File: config.mk
export PLATFORM = sky130hd
export DESIGN_NAME = staged_heater_controller_flat
export DESIGN_NICKNAME = d
export VERILOG_FILES = /design/src/hdl/shc_pkg.sv /design/src/hdl/shc_req_if.sv /design/src/hdl/shc_rsp_if.sv /design/src/hdl/shc_csr.sv /design/src/hdl/shc_in_stage.sv /design/src/hdl/shc_ctrl.sv /design/src/hdl/staged_heater_controller.sv /design/src/flat_wrapper.sv
export SDC_FILE = /design/constraint.sdc
export NUM_CORES = 1
export LEC_CHECK = 0
export ABC_CLOCK_PERIOD_IN_PS = 7300
export BUFFER_PORTS_ARGS = -buffer_cell sky130_fd_sc_hd__buf_2
export CAP_MARGIN = 5
export CORE_ASPECT_RATIO = 0.6
export CORE_MARGIN = 2
export CORE_UTILIZATION = 30
export CTS_BUF_LIST = sky130_fd_sc_hd__clkbuf_16
export DETAILED_ROUTE_END_ITERATION = 10
export GPL_TIMING_DRIVEN = 1
export PLACE_DENSITY = 0.47
export REMOVE_ABC_BUFFERS = 1
export SLEW_MARGIN = 20
export SYNTH_ARGS = -nofsm -noshare
export SYNTH_HDL_FRONTEND = slang
export SYNTH_SLANG_ARGS = --single-unit
File: constraint.sdc
create_clock -name clock -period 7.3 [get_ports clock]
set_input_delay 0.73 -clock clock [delete_from_list [all_inputs] [get_ports clock]]
set_output_delay 0.73 -clock clock [all_outputs]
set_load 0.01 [all_outputs]
File: src/hdl/shc_pkg.sv
// Package for the staged heater controller: types, register indexes and constants.
`default_nettype none

package shc_pkg;

   localparam int unsigned CsrIndexWidth = 3;
   localparam int unsigned CsrDataWidth = 32;

   localparam int unsigned NotReceivedCodeDefault = 255;
   localparam int unsigned RampStepDefault = 10;

   typedef enum logic [CsrIndexWidth-1:0] {
      CSR_ENABLE_DELAY      = 3'd0,
      CSR_MIN_FAN_SPEED     = 3'd1,
      CSR_MIN_BATTERY       = 3'd2,
      CSR_MIN_SETPOINTS     = 3'd3,
      CSR_DEFROST_SETPOINTS = 3'd4,
      CSR_OUTDOOR_LIMITS    = 3'd5,
      CSR_COOLANT_ON        = 3'd6,
      CSR_COOLANT_OFF       = 3'd7
   } shc_csr_index_type;

   localparam logic [1:0] LEVEL_OFF  = 2'd0;
   localparam logic [1:0] LEVEL_LOW  = 2'd1;
   localparam logic [1:0] LEVEL_MED  = 2'd2;
   localparam logic [1:0] LEVEL_FULL = 2'd3;

   typedef struct packed {
      logic [15:0] enable_delay_s;
      logic [7:0]  min_fan_speed;
      logic [7:0]  min_battery_code;
      logic [15:0] min_cabin_setpoints;
      logic [15:0] defrost_cabin_setpoints;
      logic [31:0] outdoor_limits;
      logic [31:0] coolant_on_limits;
      logic [31:0] coolant_off_limits;
   } shc_cfg_type;

   typedef struct packed {
      logic [15:0]        seconds_since_start;
      logic signed [7:0]  coolant_temp;
      logic signed [7:0]  outdoor_temp;
      logic [7:0]         battery_code;
      logic [7:0]         fan_speed;
      logic signed [7:0]  left_setpoint;
      logic signed [7:0]  right_setpoint;
      logic               windshield_blowing;
      logic               recirculation_on;
      logic               emergency_stop;
   } shc_req_type;

endpackage

`default_nettype wire

File: src/hdl/shc_req_if.sv
// Request channel interface: one control tick of vehicle readings.
`default_nettype none

interface shc_req_if;
   logic               valid;
   logic               ready;
   logic [15:0]        seconds_since_start;
   logic signed [7:0]  coolant_temp;
   logic signed [7:0]  outdoor_temp;
   logic [7:0]         battery_code;
   logic [7:0]         fan_speed;
   logic signed [7:0]  left_setpoint;
   logic signed [7:0]  right_setpoint;
   logic               windshield_blowing;
   logic               recirculation_on;
   logic               emergency_stop;

   modport source (
      output valid, seconds_since_start, coolant_temp, outdoor_temp, battery_code,
             fan_speed, left_setpoint, right_setpoint, windshield_blowing,
             recirculation_on, emergency_stop,
      input  ready
   );

   modport sink (
      input  valid, seconds_since_start, coolant_temp, outdoor_temp, battery_code,
             fan_speed, left_setpoint, right_setpoint, windshield_blowing,
             recirculation_on, emergency_stop,
      output ready
   );
endinterface

`default_nettype wire

File: src/hdl/shc_rsp_if.sv
// Response channel interface: power level and heater status per tick.
`default_nettype none

interface shc_rsp_if;
   logic       valid;
   logic       ready;
   logic [1:0] power_level;
   logic       heating_active;
   logic       heat_requested;

   modport source (
      output valid, power_level, heating_active, heat_requested,
      input  ready
   );

   modport sink (
      input  valid, power_level, heating_active, heat_requested,
      output ready
   );
endinterface

`default_nettype wire

File: src/hdl/shc_csr.sv
// Configuration register file of the staged heater controller.
`default_nettype none

module shc_csr (
   input  wire logic                                clock,
   input  wire logic                                reset,
   input  wire logic                                csr_wr_en,
   input  wire logic [shc_pkg::CsrIndexWidth-1:0]   csr_index,
   input  wire logic [shc_pkg::CsrDataWidth-1:0]    csr_wdata,
   output shc_pkg::shc_cfg_type                     cfg
);

   shc_pkg::shc_cfg_type cfg_ff;
   shc_pkg::shc_cfg_type cfg_in;

   always_comb begin
      cfg_in = cfg_ff;
      if (csr_wr_en) begin
         case (shc_pkg::shc_csr_index_type'(csr_index))
            shc_pkg::CSR_ENABLE_DELAY:      cfg_in.enable_delay_s = csr_wdata[15:0];
            shc_pkg::CSR_MIN_FAN_SPEED:     cfg_in.min_fan_speed = csr_wdata[7:0];
            shc_pkg::CSR_MIN_BATTERY:       cfg_in.min_battery_code = csr_wdata[7:0];
            shc_pkg::CSR_MIN_SETPOINTS:     cfg_in.min_cabin_setpoints = csr_wdata[15:0];
            shc_pkg::CSR_DEFROST_SETPOINTS: cfg_in.defrost_cabin_setpoints = csr_wdata[15:0];
            shc_pkg::CSR_OUTDOOR_LIMITS:    cfg_in.outdoor_limits = csr_wdata[31:0];
            shc_pkg::CSR_COOLANT_ON:        cfg_in.coolant_on_limits = csr_wdata[31:0];
            shc_pkg::CSR_COOLANT_OFF:       cfg_in.coolant_off_limits = csr_wdata[31:0];
            default:                        cfg_in = cfg_ff;
         endcase
      end
   end

   always_ff @(posedge clock) begin
      if (reset) begin
         cfg_ff <= '0;
      end else begin
         cfg_ff <= cfg_in;
      end
   end

   assign cfg = cfg_ff;

endmodule

`default_nettype wire

File: src/hdl/shc_in_stage.sv
// Input register stage: captures one request transaction per cycle unless it holds an item that has not advanced.
`default_nettype none

module shc_in_stage (
   input  wire logic            clock,
   input  wire logic            reset,
   shc_req_if.sink              req_chan,
   input  wire logic            advance,
   output logic                 item_valid,
   output shc_pkg::shc_req_type item
);

   logic                 valid_ff;
   logic                 valid_in;
   logic                 accept;
   shc_pkg::shc_req_type item_ff;

   assign req_chan.ready = !valid_ff || advance;
   assign accept = req_chan.valid && req_chan.ready;
   assign valid_in = accept || (valid_ff && !advance);

   always_ff @(posedge clock) begin
      if (reset) begin
         valid_ff <= 1'b0;
      end else begin
         valid_ff <= valid_in;
      end
   end

   always_ff @(posedge clock) begin
      if (accept) begin
         item_ff.seconds_since_start <= req_chan.seconds_since_start;
         item_ff.coolant_temp        <= req_chan.coolant_temp;
         item_ff.outdoor_temp        <= req_chan.outdoor_temp;
         item_ff.battery_code        <= req_chan.battery_code;
         item_ff.fan_speed           <= req_chan.fan_speed;
         item_ff.left_setpoint       <= req_chan.left_setpoint;
         item_ff.right_setpoint      <= req_chan.right_setpoint;
         item_ff.windshield_blowing  <= req_chan.windshield_blowing;
         item_ff.recirculation_on    <= req_chan.recirculation_on;
         item_ff.emergency_stop      <= req_chan.emergency_stop;
      end
   end

   assign item_valid = valid_ff;
   assign item = item_ff;

endmodule

`default_nettype wire

File: src/hdl/shc_ctrl.sv
// Heat request decision, power ramp state and response register.
`default_nettype none

module shc_ctrl #(
   parameter int unsigned NOT_RECEIVED_CODE = shc_pkg::NotReceivedCodeDefault,
   parameter int unsigned RAMP_STEP_S       = shc_pkg::RampStepDefault
) (
   input  wire logic                  clock,
   input  wire logic                  reset,
   input  wire shc_pkg::shc_cfg_type  cfg,
   input  wire logic                  item_valid,
   input  wire shc_pkg::shc_req_type  item,
   output logic                       advance,
   shc_rsp_if.source                  rsp_chan
);

   localparam logic [7:0]  NrCode   = 8'(NOT_RECEIVED_CODE);
   localparam logic [15:0] StepOne  = 16'(RAMP_STEP_S);
   localparam logic [15:0] StepTwo  = 16'(2 * RAMP_STEP_S);

   logic        heat_request_ff, heat_request_in;
   logic        applied_request_ff, applied_request_in;
   logic        heating_mode_ff, heating_mode_in;
   logic [15:0] change_time_ff, change_time_in;
   logic [1:0]  level_ff, level_in;

   logic        rsp_valid_ff, rsp_valid_in;
   logic [1:0]  power_level_ff, power_level_in;
   logic        heating_active_ff;
   logic        heat_requested_ff;

   logic        fire;
   logic        received;
   logic        enabled;
   logic        vehicle_ready;
   logic        defrost;
   logic        must_on;
   logic        must_off;
   logic [15:0] elapsed;

   assign advance = !rsp_valid_ff || rsp_chan.ready;
   assign fire = item_valid && advance;

   always_comb begin
      received = (item.coolant_temp != NrCode) && (item.outdoor_temp != NrCode) &&
                 (item.battery_code != NrCode) && (item.fan_speed != NrCode) &&
                 (item.left_setpoint != NrCode) && (item.right_setpoint != NrCode);
      enabled = !item.emergency_stop && (item.seconds_since_start > cfg.enable_delay_s) &&
                received;

      vehicle_ready = (item.fan_speed >= cfg.min_fan_speed) &&
                      (item.battery_code >= cfg.min_battery_code) &&
                      (item.left_setpoint >= $signed(cfg.min_cabin_setpoints[7:0])) &&
                      (item.right_setpoint >= $signed(cfg.min_cabin_setpoints[15:8]));

      defrost = item.windshield_blowing &&
                (item.left_setpoint > $signed(cfg.defrost_cabin_setpoints[7:0])) &&
                (item.right_setpoint > $signed(cfg.defrost_cabin_setpoints[15:8])) &&
                (item.fan_speed >= cfg.min_fan_speed) && !item.recirculation_on;
   end

   // threshold rows: independent compares, OR-reduced
   always_comb begin
      must_on  = 1'b0;
      must_off = 1'b0;
      for (int r = 0; r < 4; r++) begin
         if (item.outdoor_temp <= $signed(cfg.outdoor_limits[8*r +: 8])) begin
            if (item.coolant_temp < $signed(cfg.coolant_on_limits[8*r +: 8])) begin
               must_on = 1'b1;
            end
            if (item.coolant_temp >= $signed(cfg.coolant_off_limits[8*r +: 8])) begin
               must_off = 1'b1;
            end
         end
      end
   end

   always_comb begin
      heat_request_in    = heat_request_ff;
      applied_request_in = applied_request_ff;
      heating_mode_in    = heating_mode_ff;
      change_time_in     = change_time_ff;
      level_in           = level_ff;
      elapsed            = '0;

      if (enabled) begin
         if (vehicle_ready) begin
            if (!heating_mode_ff && must_on) begin
               heat_request_in = 1'b1;
            end else if (heating_mode_ff && must_off) begin
               heat_request_in = 1'b0;
            end
         end else begin
            heat_request_in = defrost;
         end

         applied_request_in = heat_request_in;
         if (applied_request_ff != heat_request_in) begin
            change_time_in = item.seconds_since_start;
         end

         elapsed = item.seconds_since_start - change_time_in;

         if (applied_request_in) begin
            heating_mode_in = 1'b1;
            if (elapsed <= StepOne) begin
               level_in = shc_pkg::LEVEL_LOW;
            end else if (elapsed <= StepTwo) begin
               level_in = shc_pkg::LEVEL_MED;
            end else begin
               level_in = shc_pkg::LEVEL_FULL;
            end
         end else if (heating_mode_ff) begin
            if (elapsed <= StepOne) begin
               level_in = shc_pkg::LEVEL_MED;
            end else if (elapsed <= StepTwo) begin
               level_in = shc_pkg::LEVEL_LOW;
            end else begin
               level_in = shc_pkg::LEVEL_OFF;
               heating_mode_in = 1'b0;
            end
         end else begin
            level_in = shc_pkg::LEVEL_OFF;
         end
      end

      power_level_in = item.emergency_stop ? shc_pkg::LEVEL_OFF : level_in;
      rsp_valid_in   = fire || (rsp_valid_ff && !rsp_chan.ready);
   end

   always_ff @(posedge clock) begin
      if (reset) begin
         heat_request_ff    <= 1'b0;
         applied_request_ff <= 1'b0;
         heating_mode_ff    <= 1'b0;
         change_time_ff     <= '0;
         level_ff           <= shc_pkg::LEVEL_OFF;
         rsp_valid_ff       <= 1'b0;
      end else begin
         rsp_valid_ff <= rsp_valid_in;
         if (fire) begin
            heat_request_ff    <= heat_request_in;
            applied_request_ff <= applied_request_in;
            heating_mode_ff    <= heating_mode_in;
            change_time_ff     <= change_time_in;
            level_ff           <= level_in;
         end
      end
   end

   always_ff @(posedge clock) begin
      if (fire) begin
         power_level_ff    <= power_level_in;
         heating_active_ff <= heating_mode_in;
         heat_requested_ff <= heat_request_in;
      end
   end

   assign rsp_chan.valid          = rsp_valid_ff;
   assign rsp_chan.power_level    = power_level_ff;
   assign rsp_chan.heating_active = heating_active_ff;
   assign rsp_chan.heat_requested = heat_requested_ff;

endmodule

`default_nettype wire

File: src/hdl/staged_heater_controller.sv
// Staged heater controller top level.
//
// One request transaction is one control tick: seconds since engine start and
// the vehicle readings. Each tick yields exactly one response transaction with
// the power level (0..3) and the heating and request flags after that tick.
// Thresholds and limits are written through the csr_ port (index, data,
// write enable); write them only while no transaction is in flight.
// A tick is captured in the input register, then passes through the decision
// logic into the response register.
// Throughput: one tick per cycle unless stalled; the ramp state is updated
// in the same cycle the response register loads, so consecutive ticks see
// each other's state. When the receiver stalls, the response holds, the input
// register holds one more tick, and req_chan.ready drops once both are full.
// Reset (synchronous) clears the configuration, the heat state and the ramp,
// and drops both valids; the data registers are not cleared.
`default_nettype none

module staged_heater_controller #(
   parameter int unsigned NOT_RECEIVED_CODE = shc_pkg::NotReceivedCodeDefault,
   parameter int unsigned RAMP_STEP_S       = shc_pkg::RampStepDefault
) (
   input  wire logic                                clock,
   input  wire logic                                reset,
   shc_req_if.sink                                  req_chan,
   shc_rsp_if.source                                rsp_chan,
   input  wire logic                                csr_wr_en,
   input  wire logic [shc_pkg::CsrIndexWidth-1:0]   csr_index,
   input  wire logic [shc_pkg::CsrDataWidth-1:0]    csr_wdata
);

   shc_pkg::shc_cfg_type cfg;
   shc_pkg::shc_req_type item;
   logic                 item_valid;
   logic                 advance;

   shc_csr u_csr (
      .clock     (clock),
      .reset     (reset),
      .csr_wr_en (csr_wr_en),
      .csr_index (csr_index),
      .csr_wdata (csr_wdata),
      .cfg       (cfg)
   );

   shc_in_stage u_in_stage (
      .clock      (clock),
      .reset      (reset),
      .req_chan   (req_chan),
      .advance    (advance),
      .item_valid (item_valid),
      .item       (item)
   );

   shc_ctrl #(
      .NOT_RECEIVED_CODE (NOT_RECEIVED_CODE),
      .RAMP_STEP_S       (RAMP_STEP_S)
   ) u_ctrl (
      .clock      (clock),
      .reset      (reset),
      .cfg        (cfg),
      .item_valid (item_valid),
      .item       (item),
      .advance    (advance),
      .rsp_chan   (rsp_chan)
   );

endmodule

`default_nettype wire
File: src/flat_wrapper.sv
// flat-port wrapper written by rule: the top's interface ports become plain ports
module staged_heater_controller_flat 
#(
   parameter int unsigned NOT_RECEIVED_CODE = shc_pkg::NotReceivedCodeDefault,
   parameter int unsigned RAMP_STEP_S       = shc_pkg::RampStepDefault
)
  (clock, reset, csr_wr_en, csr_index, csr_wdata, req_chan_valid, req_chan_seconds_since_start, req_chan_coolant_temp, req_chan_outdoor_temp, req_chan_battery_code, req_chan_fan_speed, req_chan_left_setpoint, req_chan_right_setpoint, req_chan_windshield_blowing, req_chan_recirculation_on, req_chan_emergency_stop, req_chan_ready, rsp_chan_valid, rsp_chan_power_level, rsp_chan_heating_active, rsp_chan_heat_requested, rsp_chan_ready);
  shc_req_if req_chan_i ();
  shc_rsp_if rsp_chan_i ();
  input  wire logic clock;
  input  wire logic reset;
  input  wire logic csr_wr_en;
  input  wire logic [shc_pkg::CsrIndexWidth-1:0] csr_index;
  input  wire logic [shc_pkg::CsrDataWidth-1:0] csr_wdata;
  input wire logic [$bits(req_chan_i.valid)-1:0] req_chan_valid;
  input wire logic [$bits(req_chan_i.seconds_since_start)-1:0] req_chan_seconds_since_start;
  input wire logic [$bits(req_chan_i.coolant_temp)-1:0] req_chan_coolant_temp;
  input wire logic [$bits(req_chan_i.outdoor_temp)-1:0] req_chan_outdoor_temp;
  input wire logic [$bits(req_chan_i.battery_code)-1:0] req_chan_battery_code;
  input wire logic [$bits(req_chan_i.fan_speed)-1:0] req_chan_fan_speed;
  input wire logic [$bits(req_chan_i.left_setpoint)-1:0] req_chan_left_setpoint;
  input wire logic [$bits(req_chan_i.right_setpoint)-1:0] req_chan_right_setpoint;
  input wire logic [$bits(req_chan_i.windshield_blowing)-1:0] req_chan_windshield_blowing;
  input wire logic [$bits(req_chan_i.recirculation_on)-1:0] req_chan_recirculation_on;
  input wire logic [$bits(req_chan_i.emergency_stop)-1:0] req_chan_emergency_stop;
  output wire logic [$bits(req_chan_i.ready)-1:0] req_chan_ready;
  output wire logic [$bits(rsp_chan_i.valid)-1:0] rsp_chan_valid;
  output wire logic [$bits(rsp_chan_i.power_level)-1:0] rsp_chan_power_level;
  output wire logic [$bits(rsp_chan_i.heating_active)-1:0] rsp_chan_heating_active;
  output wire logic [$bits(rsp_chan_i.heat_requested)-1:0] rsp_chan_heat_requested;
  input wire logic [$bits(rsp_chan_i.ready)-1:0] rsp_chan_ready;
  assign req_chan_i.valid = req_chan_valid;
  assign req_chan_i.seconds_since_start = req_chan_seconds_since_start;
  assign req_chan_i.coolant_temp = req_chan_coolant_temp;
  assign req_chan_i.outdoor_temp = req_chan_outdoor_temp;
  assign req_chan_i.battery_code = req_chan_battery_code;
  assign req_chan_i.fan_speed = req_chan_fan_speed;
  assign req_chan_i.left_setpoint = req_chan_left_setpoint;
  assign req_chan_i.right_setpoint = req_chan_right_setpoint;
  assign req_chan_i.windshield_blowing = req_chan_windshield_blowing;
  assign req_chan_i.recirculation_on = req_chan_recirculation_on;
  assign req_chan_i.emergency_stop = req_chan_emergency_stop;
  assign req_chan_ready = req_chan_i.ready;
  assign rsp_chan_valid = rsp_chan_i.valid;
  assign rsp_chan_power_level = rsp_chan_i.power_level;
  assign rsp_chan_heating_active = rsp_chan_i.heating_active;
  assign rsp_chan_heat_requested = rsp_chan_i.heat_requested;
  assign rsp_chan_i.ready = rsp_chan_ready;
  staged_heater_controller #(.NOT_RECEIVED_CODE(NOT_RECEIVED_CODE), .RAMP_STEP_S(RAMP_STEP_S)) u_core (.clock(clock), .reset(reset), .req_chan(req_chan_i), .rsp_chan(rsp_chan_i), .csr_wr_en(csr_wr_en), .csr_index(csr_index), .csr_wdata(csr_wdata));
endmodule
==> out/qor.log, run 1 <==
[floorplanning] area of the placeable core 0.0462 sq mm
[power_and_ir_drop] static power due to leakage 5.86 nW
[synthesis] sequential-to-total area share from yosys stat 0.414
[power_and_ir_drop] cell area power density 218 mW/mm^2
[timing] Period minus WS final 6800 ps
[floorplanning] Boundary Pins 113
[critical_path] Critical-path top delay cell edfxtp_1
[clock_network] CTS Sinks 254
[finish] area of all placed cells without fillers 0.0162 sq mm
[timing] worst hold margin 335 ps
[clock_network] TritonCTS Buffers 28
[clock_network] H-tree Lvls 1
[timing] post-route setup TNS 0 ps
[critical_path] Worst Path Max Fanout 30
[critical_path] category of the worst setup path capture point register
[flow_run] Max-Cap Viols 0
[floorplanning] initial standard-cell utilization of the core 0.303
[route] routed vias/inst 4.88
[run_status] result of the run completed
[synthesis] average instance area after synthesis 8.49 sq um
[synthesis] synthesized cell area 0.0140 sq mm
[floorplanning] DIE AREA 0.0484 sq mm
[clock_network] CTS clk-pin slew, worst paths 70 ps
[synthesis] largest cells by area after synthesis dfxtp_1 26%, ha_1 15%, edfxtp_1 15%, nand2_1 9.7%, a21oi_1 8.2%
[timing] slew margin rel. 0.346
[grt] wire length of the first global-routing pass 65.3 mm
[clock_network] CTS Buffer Depth 3
[clock_network] TritonCTS clock tree built
[power_and_ir_drop] relative contribution of sequential cells to total power 0.438
[worst_hold_path] worst hold-check path type input pin to register
[clock_network] cell at the root of the clock tree clkbuf_16
[route] Routed WL per cell 18.2 microns
[grt] number of antenna violations at the first check in global routing 4
[power_and_ir_drop] switching power 1.00 mW
[timing] maximum clock skew at final layout 12.0 ps
[finish] fraction of final layout cells with drive strength greater than 1 0.112
[clock_network] insertion delay of the later-clocked pin in the worst-skew pair 570 ps
[power_and_ir_drop] worst IR drop on VDD 0.000155 V
[synthesis] number of cells produced by synthesis 1,647
[synthesis] number of distinct standard cells referenced by the synthesized netlist 72
[synthesis] area share of the largest cell type after synthesis 0.262
[power_and_ir_drop] fraction of power spent switching nets 0.284
[finish] FILL cells 4,812
[route] post-detailed-routing wire length 43.4 mm
[synthesis] number of flip-flops and latches in the synthesized netlist 254
[critical_path] Critical Path, Cell by Cell ha_1 -> a21oi_1 -> o22ai_1 -> nor2_1 -> mux2_1 -> a21boi_0 -> a311oi_2 -> a2111oi_4 -> buf_4 -> xor2_2 -> buf_12 -> mux2i_1 -> ha_1 -> a21oi_1 -> a31oi_1 -> o221ai_2 -> o21ai_0 -> a311o_1 -> nor4_1 -> nor3b_2 -> nand2b_1 -> o2111ai_1 -> a31o_2
[route] antenna violation net count after detailed routing 0
[critical_path] critical path class register to register
[grt] largest net degree at the start of global routing 103
[route] routed via count 11,700
[route] number of DRC markers in iteration 0 851
[finish] sequential cell area 0.00580 sq mm
[route] first drt pass iteration count 5
[place] pre-CTS WS 474 ps
[grt] Total Routing Usage GR 0.177
[grt] number of global-route vias before repair 10,800
[timing] Worst Slack Setup Final 495 ps
[timing] share of the clock period used by the worst path 0.932
[timing] Fmax achieved 147 MHz
[critical_path] startpoint type of the worst setup path register
[critical_path] arrival time of data at the critical path endpoint 7120 ps
[floorplanning] die height 171 microns
[synthesis] dominant register cell in the synthesized netlist dfxtp_1
[finish] net count reported at finish 2,015
[power_and_ir_drop] internal portion of total power 2.53 mW
[place] I/O Buffers 112
[synthesis] ys async rst share 0
[power_and_ir_drop] Comb pwr share 0.147
[synthesis] library cell occupying the most area in the post-synthesis netlist dfxtp_1
[power_and_ir_drop] Clock Power Share 0.415
[finish] area of combinational cells with multiple inputs 0.00737 sq mm
[timing] Least-Margin Pin Slew 978 ps
[route] number of design rule violations left after detail routing 0
[synthesis] count of flip-flops with a built-in enable after synthesis 71
[finish] area delta synth->final 15.9%
[floorplanning] number of rows in the core area 61
[timing] unrepaired setup endpoints after global routing false
[critical_path] delay contributed by the slowest stage of the critical path 720 ps
[grt] GRT Residual Overflow 0
[floorplanning] die boundary width 283 microns
[synthesis] total of warnings raised by yosys 0
[place] half-perimeter wire length after detailed placement 31.3 mm
[timing] pins over their slew limit 0
[timing] Hold Fails Final Rpt 0
[timing] final number of setup-violating endpoints 0
[place] placement-stage cell area 0.0152 sq mm
[place] global placement routability congestion 0.834
[critical_path] required time of the worst setup path 7620 ps
through the flow:
stage | power, mW | util | instances
after detailed placement | 2.09 | 0.330 | 2332
after floorplan | 1.88 | - | 1581
after global placement | 2.08 | 0.330 | 2332
final | 3.53 | 0.351 | 2390
after CTS | 3.56 | 0.350 | 2384
after global routing | 3.69 | 0.351 | 2388
cell usage after synthesis (all sizes together), types with 3 or more instances:
cell type and n:
nand2 362, a21oi 228, dfxtp 183, ha 173, inv 167, edfxtp 71, clkbuf 61, nor2 59
o21ai 50, nand3 35, nand4 30, a21o 22, nand2b 21, nor2b 17, mux2i 16, a211oi 13
nor3 11, nor3b 9, o211ai 8, o21a 8, mux2 7, o22ai 7, a2111oi 5, buf 5
nor4 5, o311ai 5, xor2 5, a31oi 4, o2111ai 4, or3 4, a211o 3, a21boi 3
a221oi 3, o21bai 3, o31ai 3
routing by layer:
layer / GRT usage / share of wire / vias to the layer above
met4: 0.0251 / 0.012 / 0
met3: 0.0264 / 0.046 / 32
li1: - / - / 5862
met2: 0.237 / 0.38 / 222
met1: 0.294 / 0.56 / 5544
met5: 0 / 0 / -
what timing repair did:
item	CTS	global route
setup buffers	0	1
hold buffers	0	0
endpoints found under the setup margin	0	2
gates resized for setup	0	1
power groups by stage:
stage | Sequential (mW) | Clock (mW) | Combinational [mW]
finish | 1.55 | 1.47 | 0.520
global route | 1.55 | 1.55 | 0.585
CTS | 1.55 | 1.50 | 0.514
detailed placement | 1.58 | 0 | 0.510
global placement | 1.58 | 0 | 0.503
floorplan | 1.55 | 0 | 0.322
state kept, by name, indices dropped and copies added, names as in the netlist:
name,flops
u_core.u_ctrl.rsp_chan.power_level,2
u_core.u_ctrl.heating_mode_ff,1
u_core.u_in_stage.item,67
u_core.u_in_stage.item_valid,1
u_core.u_ctrl.rsp_chan.heating_active,1
u_core.u_ctrl.rsp_chan.heat_requested,1
u_core.u_ctrl.rsp_chan.valid,1
u_core.u_csr.cfg,160
u_core.u_ctrl.applied_request_ff,1
u_core.u_ctrl.level_ff,2
u_core.u_ctrl.change_time_ff,16
u_core.u_ctrl.heat_request_ff,1
logic make-up after synthesis:
| family | share of synthesized area |
|---|---|
| AO/OA/AOI/OAI | 0.164 |
| multiplexers | 0.0171 |
| adder cells (fa/ha/maj) | 0.156 |
| AND/OR/NAND/NOR | 0.180 |
| buffers and inverters | 0.0636 |
| flip-flops | 0.414 |
| XOR/XNOR | 0.00438 |
layout by cell type (no fill, tap or decap), types with 5 or more instances in the layout:
master and instances:
a211oi_1 12, a21o_1 22, a21oi_1 228, buf_2 111, buf_4 9, clkbuf_16 31, clkinv_2 9, dfxtp_1 183
edfxtp_1 71, ha_1 173, inv_1 169, mux2_2 5, mux2i_1 16, nand2_1 362, nand2b_1 21, nand3_1 33
nand4_1 30, nor2_1 56, nor2b_1 17, nor3_1 9, nor3b_1 7, nor4_1 5, o211ai_1 8, o21a_1 8
o21ai_0 47, o22ai_1 7
worst max-delay path: cells and delay by family (launching register included):
kind	cells	cell delay, ps
AOI/OAI and AO/OA	12	2980
xor gates and xnor gates	1	200
adders and majority gates	2	630
buffers and inverters	2	510
DFF	1	720
muxes	2	670
and+or+nand+nor	4	850
layout make-up:
class | instances | share of cell area
flip-flops and latches | 254 | 0.358
diodes | 4 | 0.000618
multi-input cells | 1160 | 0.455
inverters | 167 | 0.0387
repair buffers | 123 | 0.0421
well taps | 630 | 0.0486
clock inverters | 21 | 0.00950
clock buffers | 31 | 0.0479
worst paths after layout:
| kind | startpoint | endpoint | slack (ps) | cells past startpoint |
|---|---|---|---|---|
| setup reg to reg | u_core.u_in_stage.item[48] | u_core.u_ctrl.rsp_chan.power_level[1] | 500 | 23 |
| setup / recovery | u_core.u_in_stage.item[48] | u_core.u_ctrl.rsp_chan.power_level[1] | 500 | 23 |
| hold reg to reg | u_core.u_csr.cfg[149] | u_core.u_csr.cfg[149] | 450 | 2 |
| hold / removal | req_chan_left_setpoint[2] | u_core.u_in_stage.item[13] | 330 | 1 |
Power figures use the tool's default switching activity.
==> run 2: changes to the inputs <==
Settings changed: CTS_BUF_LIST sky130_fd_sc_hd__clkbuf_16 to sky130_fd_sc_hd__clkbuf_2.
==> out/qor.log, run 2 (synthesis results as in run 1) <==
[timing] maximum clock skew at final layout 71.9 ps [+59.9 ps]
[place] dpl cells 2,332 [unchanged]
[route] top routing layer in use met4
[critical_path] startpoint type of the worst setup path register
[floorplanning] number of rows in the core area 61 [unchanged]
[power_and_ir_drop] post-layout power 3.18 mW [-9.9%]
[grt] largest net degree at the start of global routing 103 [unchanged]
[finish] flip-flop count of the largest register after layout 160 [unchanged]
[place] pre-CTS WS 474 ps [unchanged]
[grt] GRT Residual Overflow 0 [unchanged]
[floorplanning] DIE AREA 0.0484 sq mm [unchanged]
[critical_path] critical path class register to register
[grt] number of global-route vias before repair 11,400 [+6.5%]
[finish] area delta synth->final 19.9%
[route] routed vias/inst 4.82 [-1.1%]
[timing] unrepaired setup endpoints after global routing false
[clock_network] cell at the root of the clock tree clkbuf_2
[timing] final number of setup-violating endpoints 0 [unchanged]
[critical_path] arrival time of data at the critical path endpoint 7480 ps [+360 ps]
[critical_path] delay contributed by the slowest stage of the critical path 750 ps [+30 ps]
[floorplanning] Boundary Pins 113 [unchanged]
[place] I/O Buffers 112 [unchanged]
[critical_path] critical register-to-register path endpoint u_core.u_ctrl.rsp_chan.power_level[1]
[place] half-perimeter wire length after detailed placement 31.3 mm [unchanged]
[critical_path] category of the worst setup path capture point register
[timing] Fmax achieved 147 MHz [about the same]
[finish] FILL cells 4,847 [+0.73%]
[timing] post-route setup TNS 0 ps [unchanged]
[route] antenna violation net count after detailed routing 0 [unchanged]
[worst_hold_path] Hold Path Cell Cnt 3 [+2]
[finish] most common cell after layout, fill and taps aside nand2_1
[route] number of DRC markers in iteration 0 755 [-11%]
[finish] fraction of final layout cells with drive strength greater than 1 0.138 [+0.0266]
[critical_path] Critical-path top delay cell edfxtp_1
[critical_path] required time of the worst setup path 7980 ps [+360 ps]
[floorplanning] initial standard-cell utilization of the core 0.303 [unchanged]
[clock_network] CTS clk-pin slew, worst paths 120 ps [+50 ps]
[critical_path] launching point of the worst reg2reg path u_core.u_in_stage.item[48]
[place] global placement routability congestion 0.834 [unchanged]
[timing] share of the clock period used by the worst path 0.933 [about the same]
[finish] net count reported at finish 2,142 [+6.3%]
[timing] Worst Slack Setup Final 492 ps [-2.95 ps]
[power_and_ir_drop] static power due to leakage 6.25 nW [+6.5%]
[critical_path] start point of the critical path u_core.u_in_stage.item[48]
[floorplanning] area of the placeable core 0.0462 sq mm [unchanged]
[critical_path] Critical Path, Cell by Cell ha_1 -> a21oi_1 -> o22ai_1 -> nor2_1 -> mux2_1 -> a21boi_0 -> a311oi_2 -> a2111oi_4 -> buf_4 -> xor2_2 -> buf_12 -> mux2i_1 -> ha_1 -> a21oi_1 -> a31oi_1 -> o221ai_2 -> o21ai_0 -> a311o_1 -> nor4_1 -> nor3b_2 -> nand2b_1 -> o2111ai_1 -> a31o_2
[route] met1 wire length 24.3 mm [-0.38%]
[grt] number of antenna violations at the first check in global routing 5 [+1]
[clock_network] CTS Sinks 254 [unchanged]
[route] met2 layer wire length in the routed design 16.8 mm [+1.4%]
[worst_hold_path] worst hold-check path type input pin to register
[critical_path] setup slack, reg-to-reg 490 ps [about the same]
[route] Met3 Routed Length 2.58 mm [+30%]
[timing] Period minus WS final 6810 ps [+2.95 ps]
[worst_hold_path] hold path startpoint csr_wdata[12]
[route] Routed WL per cell 17.4 microns [-4.4%]
[route] first drt pass iteration count 5 [unchanged]
[timing] slew margin rel. 0.335 [-0.0113]
[power_and_ir_drop] cell area power density 190 mW/mm^2 [-13%]
[grt] Total Routing Usage GR 0.183 [+0.00602]
[clock_network] H-tree Lvls 3 [+2]
[critical_path] worst reg-to-reg path cell count 23 [unchanged]
[floorplanning] die height 171 microns [unchanged]
[clock_network] insertion delay of the later-clocked pin in the worst-skew pair 940 ps [+370 ps]
[finish] sequential cell area 0.00580 sq mm [unchanged]
[clock_network] TritonCTS Buffers 71 [+150%]
[finish] highest-count cells in the layout ignoring fill and taps 362 x nand2_1, 228 x a21oi_1, 183 x dfxtp_1, 173 x ha_1, 167 x inv_1
[critical_path] Worst Path Max Fanout 30 [unchanged]
[flow_run] Max-Cap Viols 0 [unchanged]
[worst_hold_path] WHS Endpoint u_core.u_csr.cfg[124]
[power_and_ir_drop] worst IR drop on VDD 0.0000796 V [-49%]
[timing] Hold Fails Final Rpt 0 [unchanged]
[timing] pins over their slew limit 0 [unchanged]
[route] routed via count 12,300 [+5.6%]
[clock_network] CTS Buffer Depth 3 [unchanged]
[timing] Least-Margin Pin Slew 995 ps [+17.0 ps]
[run_status] result of the run completed
[timing] worst hold margin 147 ps [-188 ps]
[grt] wire length of the first global-routing pass 67.1 mm [+2.8%]
[finish] area of combinational cells with multiple inputs 0.00737 sq mm [unchanged]
[floorplanning] die boundary width 283 microns [unchanged]
[clock_network] TritonCTS clock tree built
[finish] final standard cell count with taps included and fillers excluded 2,552 [+6.8%]
[route] number of design rule violations left after detail routing 0 [unchanged]
[route] post-detailed-routing wire length 44.3 mm [+2.0%]
[run 2: cell count changes in the layout (fill, tap and decap cells not counted), sizes merged]
cell	change
bufinv	-1
clkbuf	+74
clkinv	+6
clkinvlp	-1
diode	+1
dlygate4sd3	+84
inv	-1
[run 2: layer usage]
layer,track usage,vias up
met5,0,-
met1,0.294,5751
met3,0.0375,56
li1,-,6168
met2,0.240,333
met4,0.0485,0
[run 2: final cells by class]
cell class / instances / share of cell area
multi-input combinational: 1160 / 0.440
sequential: 254 / 0.346
timing repair buffer: 207 / 0.0908
tap: 630 / 0.0470
inverter: 167 / 0.0374
clock buffer: 105 / 0.0313
clock inverter: 24 / 0.00739
antenna: 5 / 0.000746
[run 2: worst max path at each step]
stage / depth (start not counted) / slack [ps] / endpoint
floorplan: 21 / 300 / u_core.u_ctrl.rsp_chan.power_level[1]
global placement: 22 / 550 / u_core.u_ctrl.rsp_chan.power_level[1]
detailed placement: 22 / 470 / u_core.u_ctrl.rsp_chan.power_level[1]
CTS: 22 / 450 / u_core.u_ctrl.rsp_chan.power_level[1]
global route: 24 / 50 / u_core.u_ctrl.rsp_chan.power_level[1]
finish: 23 / 490 / u_core.u_ctrl.rsp_chan.power_level[1]
[run 2: metrics by stage]
stage	instance area [sq um]	util
2_1_floorplan	13700	-
3_3_place_gp	15200	0.330
3_5_place_dp	15200	0.330
4_1_cts	16700	0.362
5_1_grt	16800	0.363
6_report	16800	0.363
[run 2: what timing repair did]
item | 4_1_cts | 5_1_grt
hold endpoints to repair | 103 | 0
buffers inserted | 0 | 1
hold buffers | 84 | 0
resized for setup | 0 | 1
setup endpoints to repair | 0 | 1
[run 2: worst max-delay path: cells and delay by family, from the launching register on]
| kind | cells | cell delay [ps] |
|---|---|---|
| AO/OA/AOI/OAI | 12 | 2930 |
| multiplexers | 2 | 670 |
| AND/OR/NAND/NOR | 4 | 850 |
| XOR/XNOR | 1 | 200 |
| flip-flops | 1 | 750 |
| adder cells (fa/ha/maj) | 2 | 630 |
| buffers and inverters | 2 | 510 |
[run 2: power by group]
group          switching [mW]  internal [mW]
registers              0.0478           1.50
logic                   0.325          0.229
clock network           0.660          0.422
total                    1.03           2.15
==> run 3: changes to the inputs <==
Settings changed: SYNTH_HIERARCHICAL from default to 1.
==> out/qor.log, run 3 <==
[floorplanning] initial standard-cell utilization of the core 0.306 [+0.00284]
[worst_hold_path] WHS Endpoint u_core/u_csr/cfg[27]
[synthesis] Post-Synth XOR/XNOR Area 0.00298 [-0.00141]
[synthesis] dominant combinational cell family by area after synthesis simple AND/OR/NAND/NOR gates
[timing] Hold Fails Final Rpt 0 [unchanged]
[floorplanning] die boundary width 290 microns [+2.5%]
[route] Routed WL per cell 17.8 microns [+2.5%]
[grt] number of global-route vias before repair 11,200 [-1.8%]
[route] antenna violation net count after detailed routing 0 [unchanged]
[clock_network] Post-CTS Setup Repair Bufs 0 [unchanged]
[flow_run] Max-Cap Viols 0 [unchanged]
[place] I/O Buffers 112 [unchanged]
[power_and_ir_drop] Comb pwr share 0.180 [+0.006]
[critical_path] launching point of the worst reg2reg path u_core/u_in_stage/item[47]
[worst_hold_path] hold path startpoint csr_wdata[27]
[power_and_ir_drop] post-layout power 3.21 mW [+0.98%]
[synthesis] leading post-synthesis cells by instance count 205 x nand2b_1, 183 x dfxtp_1, 180 x inv_1
[synthesis] dominant register cell in the synthesized netlist dfxtp_1
[critical_path] setup slack, reg-to-reg 500 ps [about the same]
[critical_path] Critical-path top delay cell edfxtp_1
[synthesis] sequential-to-total area share from yosys stat 0.394 [-0.0202]
[grt] wire length of the first global-routing pass 65.5 mm [-2.4%]
[synthesis] share of cell area taken by muxes after synthesis 0.123 [+0.106]
[synthesis] post-synthesis share of cell area spent on full adders, half adders and majority gates 0.149 [-0.00763]
[timing] pins over their slew limit 0 [unchanged]
[synthesis] number of cells produced by synthesis 1,469 [-11%]
[timing] final number of setup-violating endpoints 0 [unchanged]
[critical_path] critical path's top delay family compound AO/OA/AOI/OAI gates
[critical_path] number of buffer and inverter stages on the critical path 1 [-1]
[synthesis] total of warnings raised by yosys 6 [+6]
[power_and_ir_drop] static power due to leakage 7.38 nW [+18%]
[clock_network] CTS Buffer Depth 3 [unchanged]
[timing] post-route setup TNS 0 ps [unchanged]
[timing] unrepaired setup endpoints after global routing false
[clock_network] H-tree Lvls 3 [unchanged]
[synthesis] area share of the largest cell type after synthesis 0.249 [-0.0128]
[grt] number of antenna violations at the first check in global routing 2 [-3]
[critical_path] delay contributed by the slowest stage of the critical path 640 ps [-110 ps]
[place] placement-stage cell area 0.0159 sq mm [+4.4%]
[finish] highest-count cells in the layout ignoring fill and taps 205 x nand2b_1, 183 x dfxtp_1, 180 x inv_1, 173 x ha_1, 169 x mux2i_1
[synthesis] library cell occupying the most area in the post-synthesis netlist dfxtp_1
[grt] GRT Residual Overflow 0 [unchanged]
[finish] most common cell after layout, fill and taps aside nand2b_1
[finish] FILL cells 4,983 [+2.8%]
[synthesis] most common cell in the synthesized netlist nand2b_1
[critical_path] Worst Path Max Fanout 12 [-60%]
[place] pre-CTS WS 635 ps [+161 ps]
[power_and_ir_drop] switching power 1.02 mW [-1.3%]
[clock_network] TritonCTS clock tree built
[clock_network] cts repair resizes 0 [unchanged]
[critical_path] critical register-to-register path endpoint u_core/u_ctrl/rsp_chan.power_level[1]
[route] post-detailed-routing wire length 42.2 mm [-4.8%]
[floorplanning] area of the placeable core 0.0481 sq mm [+4.2%]
[power_and_ir_drop] cell area power density 186 mW/mm^2 [-1.8%]
[synthesis] synthesized cell area 0.0147 sq mm [+5.1%]
[route] routed vias/inst 4.70 [-2.6%]
[route] number of DRC markers in iteration 0 612 [-19%]
[power_and_ir_drop] Clock Power Share 0.339 [about the same]
[synthesis] ys async rst share 0 [unchanged]
[critical_path] category of the worst setup path capture point register
[timing] share of the clock period used by the worst path 0.931 [-0.00139]
[synthesis] number of distinct standard cells referenced by the synthesized netlist 88 [+22%]
[clock_network] TritonCTS Buffers 69 [-2.8%]
[place] global placement routability congestion 0.854 [+2.5%]
[grt] Total Routing Usage GR 0.168 [-0.0155]
[power_and_ir_drop] worst IR drop on VDD 0.0000790 V [-0.66%]
[floorplanning] number of rows in the core area 62 [+1.6%]
[critical_path] Critical Path, Cell by Cell ha_1 -> a211oi_1 -> o22ai_1 -> o32ai_1 -> a31oi_1 -> a32o_1 -> o31ai_2 -> o21ai_1 -> nor3_4 -> buf_4 -> mux2i_2 -> ha_1 -> o21ai_2 -> nor3_1 -> a2111oi_4 -> o2111ai_1 -> nand3b_1 -> a2111oi_0 -> and4_1 -> nand3b_2 -> o311ai_2 -> o21ai_1
[place] half-perimeter wire length after detailed placement 29.9 mm [-4.7%]
[place] dpl cells 2,174 [-6.8%]
[finish] final standard cell count with taps included and fillers excluded 2,371 [-7.1%]
[finish] net count reported at finish 1,957 [-8.6%]
[timing] maximum clock skew at final layout 77.1 ps [+5.18 ps]
[finish] area of all placed cells without fillers 0.0172 sq mm [+2.9%]
[clock_network] CTS Sinks 254 [unchanged]
[route] routed via count 11,100 [-9.5%]
[worst_hold_path] worst hold-check path type input pin to register
[critical_path] required time of the worst setup path 7950 ps [-30 ps]
[route] number of design rule violations left after detail routing 0 [unchanged]
[synthesis] largest cells by area after synthesis dfxtp_1 25%, ha_1 15%, edfxtp_1 14%, mux2i_1 12%, nand2b_1 8.7%
[synthesis] number of flip-flops and latches in the synthesized netlist 254 [unchanged]
[run_status] result of the run completed
[power_and_ir_drop] relative contribution of sequential cells to total power 0.481 [-0.004]
[finish] fraction of final layout cells with drive strength greater than 1 0.156 [+0.0180]
[synthesis] count of flip-flops with a built-in enable after synthesis 71 [unchanged]
[timing] slew margin rel. 0.384 [+0.0488]
[floorplanning] DIE AREA 0.0509 sq mm [+5.0%]
[timing] Fmax achieved 147 MHz [+0.15%]
[critical_path] worst reg-to-reg path cell count 22 [-4.3%]
[synthesis] compound-gate portion of the synthesized area 0.100 [-0.0642]
[clock_network] CTS clk-pin slew, worst paths 120 ps [about the same]
[power_and_ir_drop] internal portion of total power 2.19 mW [+2.1%]
[worst_hold_path] Hold Path Cell Cnt 3 [unchanged]
[floorplanning] die height 175 microns [+2.5%]
[clock_network] insertion delay of the later-clocked pin in the worst-skew pair 950 ps [about the same]
[grt] largest net degree at the start of global routing 170 [+65%]
[route] first drt pass iteration count 5 [unchanged]
[finish] flip-flop count of the largest register after layout 160 [unchanged]
[timing] worst hold margin 136 ps [-10.4 ps]
[clock_network] Post-CTS Hold Buffers 71 [-15%]
[critical_path] critical path class register to register
[critical_path] arrival time of data at the critical path endpoint 7450 ps [-30 ps]
[power_and_ir_drop] fraction of power spent switching nets 0.318 [-0.00741]
[clock_network] cell at the root of the clock tree clkbuf_2
[timing] Worst Slack Setup Final 502 ps [+10.1 ps]
[timing] Least-Margin Pin Slew 925 ps [-70.9 ps]
[synthesis] share of synthesized cell area in and, or, nand and nor gates 0.166 [-0.0136]
[finish] area delta synth->final 17.3%
[critical_path] startpoint type of the worst setup path register
[floorplanning] Boundary Pins 113 [unchanged]
[timing] Period minus WS final 6800 ps [-10.1 ps]
[synthesis] average instance area after synthesis 10.0 sq um [+18%]
[finish] end-of-flow core utilization 0.359 [-0.00454]
-- run 3: cell types whose count changed in the layout (fill, tap and decap cells not counted), sizes merged, moves of 13 or more --
cell         delta
a21oi         -174
dlygate4sd3    -13
inv            +13
mux2i         +160
nand2         -323
nand2b        +185
nand3          -26
-- run 3: tightest hold or removal path, stage by stage --
cell	delay, ps
buf_2	80
nand2b_1	90
mux2i_1	130
-- run 3: layout make-up --
type	count	area, sq um	share of cell area
inverter	180	676	0.0392
antenna	3	7.51	0.000435
tap	640	801	0.0464
timing repair buffer	193	1360	0.0789
multi-input combinational	978	7970	0.462
sequential	254	5800	0.336
clock buffer	100	500	0.0290
clock inverter	23	141	0.00820
-- run 3: cells by family after synthesis --
| group | count (synthesis) |
|---|---|
| mux | 177 |
| buf+inv | 237 |
| flops | 254 |
| compound gates | 210 |
| fa+ha+maj | 174 |
| xor+xnor | 5 |
| simple gates | 412 |
-- run 3: how the worst max path moves through the flow --
stage	startpoint	endpoint	slack [ps]	depth (start not counted)
floorplan	u_core/u_in_stage/item[47]	u_core/u_ctrl/rsp_chan.power_level[1]	1150	22
detailed placement	u_core/u_in_stage/item[47]	u_core/u_ctrl/rsp_chan.power_level[1]	640	22
CTS	u_core/u_in_stage/item[47]	u_core/u_ctrl/rsp_chan.power_level[1]	590	22
global route	u_core/u_in_stage/item[47]	u_core/u_ctrl/rsp_chan.power_level[1]	140	22
finish	u_core/u_in_stage/item[47]	u_core/u_ctrl/rsp_chan.power_level[1]	500	22
global placement	u_core/u_in_stage/item[47]	u_core/u_ctrl/rsp_chan.power_level[1]	1020	22
-- run 3: power groups by stage --
stage	combinational, mW	sequential, mW	clock [mW]
after CTS	0.573	1.55	1.16
after floorplan	0.365	1.56	0
after global routing	0.642	1.55	1.23
after detailed placement	0.539	1.58	0
after global placement	0.534	1.58	0
final	0.576	1.55	1.09
-- run 3: routing by layer --
| layer | GRT usage | vias up | share of wire |
|---|---|---|---|
| met5 | 0 | - | 0 |
| met4 | 0.0464 | 0 | 0.016 |
| met3 | 0.0371 | 54 | 0.047 |
| met2 | 0.233 | 239 | 0.39 |
| met1 | 0.256 | 5256 | 0.55 |
| li1 | - | 5587 | - |
